$ cat config.mk
export PLATFORM = sky130hd
export DESIGN_NAME = mcw_free_find
export DESIGN_NICKNAME = d
export VERILOG_FILES = /design/src/sv/memory_change_watch_table_unit_assert.svh /design/src/sv/mcw_free_find.sv
export SDC_FILE = /design/constraint.sdc
export NUM_CORES = 1
export LEC_CHECK = 0
export BUFFER_PORTS_ARGS = -buffer_cell sky130_fd_sc_hd__clkbuf_2
export CORE_AREA = 8 8 45 47
export DETAILED_ROUTE_END_ITERATION = 6
export DIE_AREA = 0 0 53 55
export PLACE_DENSITY_LB_ADDON = 0.12
export SLEW_MARGIN = 30
export SYNTH_ARGS = -nofsm -noshare
export SYNTH_HDL_FRONTEND = slang
export SYNTH_SLANG_ARGS = --single-unit
$ cat constraint.sdc
create_clock -name vclk -period 0.8
set_clock_uncertainty 0.1 [all_clocks]
set_input_delay 0.04 -clock vclk [all_inputs]
set_output_delay 0.04 -clock vclk [all_outputs]
set_load 0.01 [all_outputs]
$ cat src/sv/memory_change_watch_table_unit_assert.svh
// ----------------------------------------------------------------------------
// Assertion macros for the change watch table
// Concurrent checks clocked on clk and disabled while rst_n is low.
// ----------------------------------------------------------------------------
`ifndef MEMORY_CHANGE_WATCH_TABLE_UNIT_ASSERT_SVH
`define MEMORY_CHANGE_WATCH_TABLE_UNIT_ASSERT_SVH
`ifndef SYNTHESIS
// expression must hold at every edge
`define MCW_ASSERT_ALWAYS(label, expr, msg) \
    label: assert property (@(posedge clk) disable iff (!rst_n) (expr)) else $error(msg);
// consequent must hold in the cycle after the antecedent
`define MCW_ASSERT_NEXT(label, ante, cons, msg) \
    label: assert property (@(posedge clk) disable iff (!rst_n) (ante) |=> (cons)) \
        else $error(msg);
`else
`define MCW_ASSERT_ALWAYS(label, expr, msg)
`define MCW_ASSERT_NEXT(label, ante, cons, msg)
`endif
`endif

$ cat src/sv/mcw_free_find.sv
// ----------------------------------------------------------------------------
// Free slot finder
// Priority encoder giving the lowest slot whose live bit is clear.
// ----------------------------------------------------------------------------
module mcw_free_find #(
    parameter int SLOTS = 16,
    parameter int SW    = (SLOTS > 1) ? $clog2(SLOTS) : 1
) (
    input  logic [SLOTS-1:0] live,
    output logic             found,
    output logic [SW-1:0]    idx
);

    // scan from the top so the lowest free slot wins
    always_comb
    begin
        found = 1'b0;
        idx   = '0;
        for (int i = SLOTS - 1; i >= 0; i--)
        begin
            if (!live[i])
            begin
                found = 1'b1;
                idx   = SW'(i);
            end
        end
    end

endmodule

## After elaboration in Yosys (flattened, before gate mapping)

Cells that the tools add are included.

| storage, ports and cells | value |
|---|---|
| bits in registers | 0 |
| output and inout port bits | 5 |
| bits of input ports | 16 |
| logic and storage cells | 32 |

| cells by class | value |
|---|---|
| mux-type cells | 32 |

Operators by type and width:

| operator | number |
|---|---|
| 4-bit 2-to-1 mux | 16 |
| 1-bit 2-to-1 mux | 16 |

## Longest topological paths before layout

| depth | value |
|---|---|
| depth after elaboration | 16 |
| gate-level depth with buffers | 4 |
| depth with buffers taken out | 4 |

## Least setup slack after synthesis

OpenSTA, ideal clock, no wires.

| timing path | value |
|---|---|
| path type | input to output |
| start | input port live[14] |
| end | output port idx[0] |
| stages | 4 |
| path buffers | 0 |
| arrival time | 514 ps |
| data required time | 660 ps |
| slack | 146 ps |
| cell sequence | inv_1 -> o21ai_0 -> a311oi_1 -> o21ai_1 |

| between the ends | value |
|---|---|
| longest elaborated chain between the ends | 15 |

RTL lines:

| what | RTL line | RTL |
|---|---|---|
| from (decl) | mcw_free_find.sv:9 | `input logic [SLOTS-1:0] live,` |
| 4-bit 2-to-1 mux (15 in a row) | mcw_free_find.sv:21 | `if (!live[i])` |
| to (decl) | mcw_free_find.sv:11 | `output logic [SW-1:0] idx` |

No other way between the ends.

## Worst setup path in the final report

| timing path | value |
|---|---|
| start | input port live[13] |
| end | output port idx[2] |

| between the ends | value |
|---|---|
| longest elaborated chain between the ends | 14 |

RTL lines:

| what | RTL line |
|---|---|
| 4-bit 2-to-1 mux (14 in a row) | mcw_free_find.sv:21 |

No other way between the ends.

==> impl_results.md <==
- Outcome: complete, but fails checks
- Failing checks: negative setup slack
- Min Tclk post-route: 900 ps
- Yosys top cell area share: 0.158
- Slew HR: 0.872
- 1st-iter DRT viols: 4
- Register area: 0 um^2
- Die footprint: 2920 um^2
- P per Cell Area: 424 nW/um^2
- Largest net degree at the start of global routing: 6
- CP Class: in2out
- Core area: 1380 um^2
- Number of max-cap violations: 0
- Global-route wire length before repair: 1440 um
- Synth Area in Compound Gates: 0.383
- Netlist Area Pre-Place: 166 um^2
- Routed len/inst: 10.9 um
- FMAX: 1110 MHz
- Largest family of logic cells by synthesized area: simple AND/OR/NAND/NOR gates
- XOR/XNOR Fraction of Synth Area: 0
- Synth cell count leaders: nand2_1 (7), inv_1 (4), nand4_1 (4), nor2_1 (4), o21ai_0 (3)
- Routing usage on met2: 0.113
- Worst path max stage delay: 180 ps
- Critical Path End Type: output port
- Sequential cell count: 0
- CP required: 660 ps
- Gr ovfl total: 0
- Distinct cells, synth: 13
- Antenna violations before repair: 0
- CP max-delay cell: buf_4
- Number of global-route vias before repair: 371
- Yosys warns: 0
- Avg Inst Size Synth: 4.89 um^2
- Worst Tran Pin Value: 192 ps
- Routing usage on met3: 0.0134
- M1 GR Usage: 0.0709
- Critical Path Start Type: input pin
- Number of port buffers: 21
- Synth area leader: nand2_1
- Drt first pass iters: 2
- Final Hold Fails: 0
- Placer Congestion: 0.681
- RSZ-0062 raised after global routing: yes
- VDD IR-drop max: 0.167 mV
- Most numerous cell in the Yosys netlist: nand2_1
- Register area share after synthesis: 0
- Global routing's busiest layer: met2
- Synth top area cells: nand2_1 (16%), nand4_1 (15%), o21ai_0 (9.0%), inv_1 (9.0%), nor2_1 (9.0%)
- Cts hold-fix bufs: 0
- Syn nets: 50
- Via count: 348
- Placed inst area: 329 um^2
- Layout clock buffer count: 0
- Final wirelength: 852 um
- Syn Inst Count: 34
- Simple-gate share of the synthesized area: 0.526
- Drt drc: 0
- Post-route clock period utilization: 1.13
- Final HPWL DP: 732 um
- Finished Layout Cells: 78
- # placed instances: 76
- Design area: 462 um^2
- Die Height: 55 um
- P_leak: 0.000227 uW
- Vias per std cell: 4.46
- Final Max Tran Viols: 0
- Setup violations, final: 5
- Routed Antenna Nets: 0
- Critical Path AT: 760 ps
- Hold Path Class: in2out
- Proportion of synthesized area in mux cells: 0
- # nets final: 80
- Layout area overhead: 177%
- Row cnt: 14
- Initial Utilization: 0.120
- Adder-Cell Fraction of Synth Area: 0
- Io pins: 21
- CP Cell Sequence: buf_6, nand4_1, buf_4, a21oi_2, nor2_1, buf_2
- Antenna diodes: 0
- Worst-path maximum fanout: 3
- Width of the die: 53 um
- Worst Hold Path Cells: 4
- Setup WS post-layout: -100 ps
- Layout cells sized above 1: 0.581
- GRT Overall Usage: 0.0599
-- kinds of logic after synthesis --
group / Yosys count
AND/OR/NAND/NOR: 19
AO/OA/AOI/OAI: 11
buffers and inverters: 4
-- timing repair --
item,CTS,global route
endpoints found under the setup margin,5,5
buffers inserted,1,1
pin swaps,8,13
gates resized for setup,8,33
-- placed cells by master, fill, tap and decap left out, types with 2 or more instances in the layout --
cell / Yosys / routed
buf_8: 0 / 4
nor2_1: 4 / 4
o21ai_1: 2 / 3
a31oi_1: 2 / 2
nand4_1: 4 / 4
a21oi_2: 0 / 2
buf_2: 0 / 7
nand2_1: 7 / 6
clkbuf_2: 0 / 3
buf_4: 0 / 9
buf_6: 0 / 5
inv_1: 4 / 4
-- per-layer routing --
| metal | vias to the layer above | share of wire |
|---|---|---|
| li1 | 181 | - |
| met1 | 152 | 0.43 |
| met2 | 15 | 0.46 |
| met3 | 0 | 0.11 |
| met4 | 0 | 0 |
| met5 | - | 0 |
-- final timing paths --
path | start | endpoint | slack [ps]
worst max-delay path | live[13] | idx[2] | -100
worst min-delay path | live[0] | idx[0] | 350
-- power by group --
part	internal, uW	total (uW)	switching [uW]
sequential	0	0	0
combinational	114	196	81.5
clock	0	0	0
total	114	196	81.5
-- stage by stage --
step                setup WS [ps]   util  hold slack [ps]  TNS (ps)  total power [uW]
finish                       -100  0.334              351      -202               196
global route                 -135  0.334              385      -457               214
CTS                         -67.2  0.273              342      -287               155
detailed placement           -114  0.238              339      -434               132
global placement             -113  0.238              350      -451               134
floorplan                     146      -              103         0              41.9
-- critical path, delay by kind of cell --
kind	cells	cell delay, ps
buffers and inverters	3	380
AND/OR/NAND/NOR	2	210
AO/OA/AOI/OAI	1	120
-- area by class of cell --
| class | instances | area (um^2) |
|---|---|---|
| fillers | 153 | 922 |
| well taps | 16 | 20.0 |
| multi-input cells | 30 | 193 |
| inverters | 4 | 15.0 |
| repair buffers | 28 | 234 |
(Power assumes the default switching activity.)
