**src/sv/memory_change_watch_table_unit_assert.svh**
```systemverilog
// ----------------------------------------------------------------------------
// Assertion macros for the change watch table
// Concurrent checks clocked on clk and disabled while rst_n is low.
// ----------------------------------------------------------------------------
`ifndef MEMORY_CHANGE_WATCH_TABLE_UNIT_ASSERT_SVH
`define MEMORY_CHANGE_WATCH_TABLE_UNIT_ASSERT_SVH
`ifndef SYNTHESIS
// expression must hold at every edge
`define MCW_ASSERT_ALWAYS(label, expr, msg) \
    label: assert property (@(posedge clk) disable iff (!rst_n) (expr)) else $error(msg);
// consequent must hold in the cycle after the antecedent
`define MCW_ASSERT_NEXT(label, ante, cons, msg) \
    label: assert property (@(posedge clk) disable iff (!rst_n) (ante) |=> (cons)) \
        else $error(msg);
`else
`define MCW_ASSERT_ALWAYS(label, expr, msg)
`define MCW_ASSERT_NEXT(label, ante, cons, msg)
`endif
`endif

```
**src/sv/mcw_ram.sv**
```systemverilog
// ----------------------------------------------------------------------------
// Generic simple dual-port RAM
// One write port, one read port, read data registered.
// ----------------------------------------------------------------------------
module mcw_ram #(
    parameter int WIDTH = 8,
    parameter int DEPTH = 16,
    parameter int AW    = (DEPTH > 1) ? $clog2(DEPTH) : 1
) (
    input  logic             clk,
    input  logic             we,
    input  logic [AW-1:0]    waddr,
    input  logic [WIDTH-1:0] wdata,
    input  logic             re,
    input  logic [AW-1:0]    raddr,
    output logic [WIDTH-1:0] rdata
);

    logic [WIDTH-1:0] mem [DEPTH];

    // write port
    always_ff @(posedge clk)
    begin
        if (we)
        begin
            mem[waddr] <= wdata;
        end
    end

    // registered read, held when not enabled
    always_ff @(posedge clk)
    begin
        if (re)
        begin
            rdata <= mem[raddr];
        end
    end

endmodule

```
**config.mk**
```make
export PLATFORM = sky130hd
export DESIGN_NAME = mcw_ram
export DESIGN_NICKNAME = d
export VERILOG_FILES = /design/src/sv/memory_change_watch_table_unit_assert.svh /design/src/sv/mcw_ram.sv
export SDC_FILE = /design/constraint.sdc
export NUM_CORES = 1
export LEC_CHECK = 0
export BUFFER_PORTS_ARGS = -buffer_cell sky130_fd_sc_hd__buf_4
export CAP_MARGIN = 20
export CORE_ASPECT_RATIO = 2
export CORE_MARGIN = 10
export CORE_UTILIZATION = 50
export DETAILED_ROUTE_END_ITERATION = 16
export GPL_ROUTABILITY_DRIVEN = 0
export PLACE_DENSITY_LB_ADDON = 0.05
export SLEW_MARGIN = 15
export SYNTH_ARGS = -nofsm -noshare
export SYNTH_HDL_FRONTEND = slang
export SYNTH_SLANG_ARGS = --single-unit
```
**constraint.sdc**
```tcl
create_clock -name clk -period 2.8 [get_ports clk]
set_clock_uncertainty 0.1 [all_clocks]
set_input_delay 0.84 -clock clk [delete_from_list [all_inputs] [get_ports clk]]
set_output_delay 0.84 -clock clk [all_outputs]
set_load 0.03 [all_outputs]
```
* Word level (Yosys, flattened, before mapping)
Memory sizes are Yosys's and may differ from the RTL's. A register that Yosys moved wholly into a read port is not among the register bits.
Index checks and enable logic that the tools add are counted.
** Storage, ports and cells
- Flip-flop bits (word level) :: 0
- RAM bits :: 128
- Input port bits :: 19
- Output and inout port bits :: 8
- Memories :: 1
** Cells by class
- Multiplexer cells :: 2
** Memories
- mem :: words 16, width 8, rd ports 1, clocked after Yosys merged registers in 1, write ports 1, RTL line mcw_ram.sv:19 : logic [WIDTH-1:0] mem [DEPTH];
** Operator list (count)
- 1-bit two-way mux :: 2

* Longest topological paths before layout
- Depth in word-level cells :: 2
- Depth in mapped cells :: 5

* Least setup slack after synthesis
OpenSTA, ideal clock, no wires.
- Path kind :: input-to-reg
- Start :: input port waddr[2]
- End :: memory mem[0][0], enable pin
- Arrival time :: 1950 ps
- Path slack :: 367 ps
- Cell stages on the path :: 2
- Cells stage by stage :: or3b_2 > nor3_1
** RTL lines
- from (decl) :: RTL line mcw_ram.sv:12 : input logic [AW-1:0] waddr,
- to (decl) :: RTL line mcw_ram.sv:19
Straight into the memory's write port.

==> results.json <==
{
  "hold_viol": 0,
  "timing.slew.headroom_pct": 53.21,
  "fin_cells": 431,
  "yosys.area.top_type": "edfxtp_1",
  "path_clk_slew_ps": 60,
  "synth_edf_count": 136,
  "min_period_ps": 2077,
  "portBuffers": 26,
  "ys_ff_latch": 136,
  "power.density_nw_per_um2": 766.5,
  "drc": 0,
  "clock-root-buffer": "clkbuf_16",
  "grt_pass1_vias": 2678,
  "cts_setup_buffers": 0,
  "ir_drop_mv": 0.6055,
  "dpl_worst_slack_ps": 292.1,
  "timing.critical_path.arrival_ps": 2130,
  "drv_cap": 0,
  "crit_type": "in -> reg",
  "cts.htree.levels": 4,
  "startpoint_type": "primary input",
  "synth_ff_type": "edfxtp_1",
  "syn_inst": 229,
  "fin_nets": 302,
  "async_reset_ff_share_pct": 0,
  "hpwl_um": 7000,
  "routed_via_density": 5.571,
  "post-synth-top-count-cell": "edfxtp_1",
  "overflow": 0,
  "end_kind": "flop",
  "antenna_found_initial": 0,
  "fmax_mhz": 481.6,
  "cts_tree": "yes",
  "place_area_um2": 5673,
  "holdCritPathClass": "in -> reg",
  "yosysSeqAreaShare_pct": 78.12,
  "grt_max_degree": 33,
  "clockBufferDepth": 2,
  "vias": 2401,
  "dr.first_iter.drc_count": 168,
  "yosys_warnings": 0,
  "postCtsHoldBufs": 0,
  "tightest_slew_ps": 700.4,
  "synth_nets": 248,
  "synthTopCellsByCount": "edfxtp_1, mux4_2, a22oi_1",
  "status": "finished clean",
  "final_layout_size_suffix_gt1_share_pct": 31.08,
  "wl_per_cell_um": 22.86,
  "required_ps": 2860,
  "cts_sinks": 136,
  "start_util_pct": 51.50,
  "ios": 27,
  "synth_top_cell_area_share_pct": 78.12,
  "fin_util_pct": 61.92,
  "finalWirelength_um": 9851,
  "clock_latency_ps": 400,
  "antenna_cells": 0,
  "rows": 52,
  "setup_viol": 0,
  "dr.pass1.iters": 4,
  "syn_to_final_growth_pct": 20.23,
  "finalSetupTns_ps": 0,
  "die_h_um": 164.6,
  "groute.usage.overall_pct": 14.09,
  "layout_setup_ws_ps": 723.5,
  "yosys-top-cells-area": "edfxtp_1, mux4_2, mux4_1, a22oi_1, nor2_1",
  "finalMaxSlewViolations": 0,
  "synth.distinct_cells": 18,
  "cts_resized": 0,
  "final_cell_area_um2": 6285,
  "dp_cells": 399,
  "total_power_mw": 4.817,
  "finalCritPeriodShare_pct": 74.16,
  "grt_pass1_wl_um": 15630,
  "ant_nets": 0,
  "syn-cell-area_um2": 5228,
  "die_w_um": 92.30,
  "leakagePower_nw": 2.133,
  "grt_setup_unrepaired": "false",
  "cts_buffers": 17,
  "synth_area_per_cell_um2": 22.83,
  "coreArea_um2": 10150,
  "hold-worst-slack_ps": 637.1,
  "crit_path_max_fanout": 14,
  "die_area_um2": 15190
}
## path summary, 6_finish.rpt
kind              cells past startpoint            startpoint  slack, ps                  end
hold / removal                        1              wdata[5]        640  mem[7][5]$_DFFE_PP_
setup reg to reg                      3   mem[2][1]$_DFFE_PP_       1270   rdata[1]$_DFFE_PP_
hold reg to reg                       3  mem[11][2]$_DFFE_PP_        650   rdata[2]$_DFFE_PP_
setup / recovery                      5              raddr[0]        720   rdata[1]$_DFFE_PP_
## where the power goes
| group | switching, mW | internal (mW) | leakage, nW | total (mW) |
|---|---|---|---|---|
| logic | 0.132 | 0.103 | 0.605 | 0.235 |
| registers | 0.0110 | 2.29 | 1.24 | 2.31 |
| clock network | 0.789 | 1.49 | 0.292 | 2.28 |
## sequential cells by signal (all words and copies together), names as in the netlist
signal,flops
mem,128
rdata,8
## logic make-up after synthesis
logic type | count (synthesis) | share of synthesized area [%]
multiplexers | 32 | 14.79
AO/OA/AOI/OAI | 16 | 2.298
AND/OR/NAND/NOR | 35 | 3.136
buffers and inverters | 10 | 1.651
flip-flops | 136 | 78.12
## worst max-delay path: stages
cell and delay (ps):
buf_4 210, buf_12 200, mux4_1 560, a22oi_1 240
nand2_1 80
## per-layer routing
metal  track usage [%]  vias to the layer above  routed length [um]
li1                  -                     1089                   -
met1             14.53                     1250                3640
met2             26.00                       49                5757
met3             3.911                       13                 308
met4             5.712                        0                 144
met5                 0                        -                   0
## cells in the final DEF, fill, tap and decap left out
cell type	instances
clkinv_4	2
buf_12	2
clkinvlp_4	2
nor2_1	13
and2_1	1
mux4_1	14
nand2b_1	2
a22oi_1	16
buf_4	43
inv_6	1
clkbuf_1	3
or3b_2	1
clkinv_2	2
mux4_2	18
edfxtp_1	136
clkbuf_16	17
nand3b_1	2
bufinv_16	4
nor2b_1	1
nand3_1	1
and2b_1	1
nand2_1	9
clkinv_1	1
nor3_1	4
## layout make-up
cell class              count  area, um^2
flip-flops and latches    136        4084
fillers                   762        3865
multi-input cells          83        1057
clock buffers              20       436.7
repair buffers             45       362.8
clock inverters            12       175.2
well taps                 135       168.9
Power figures use the tool's default switching activity.
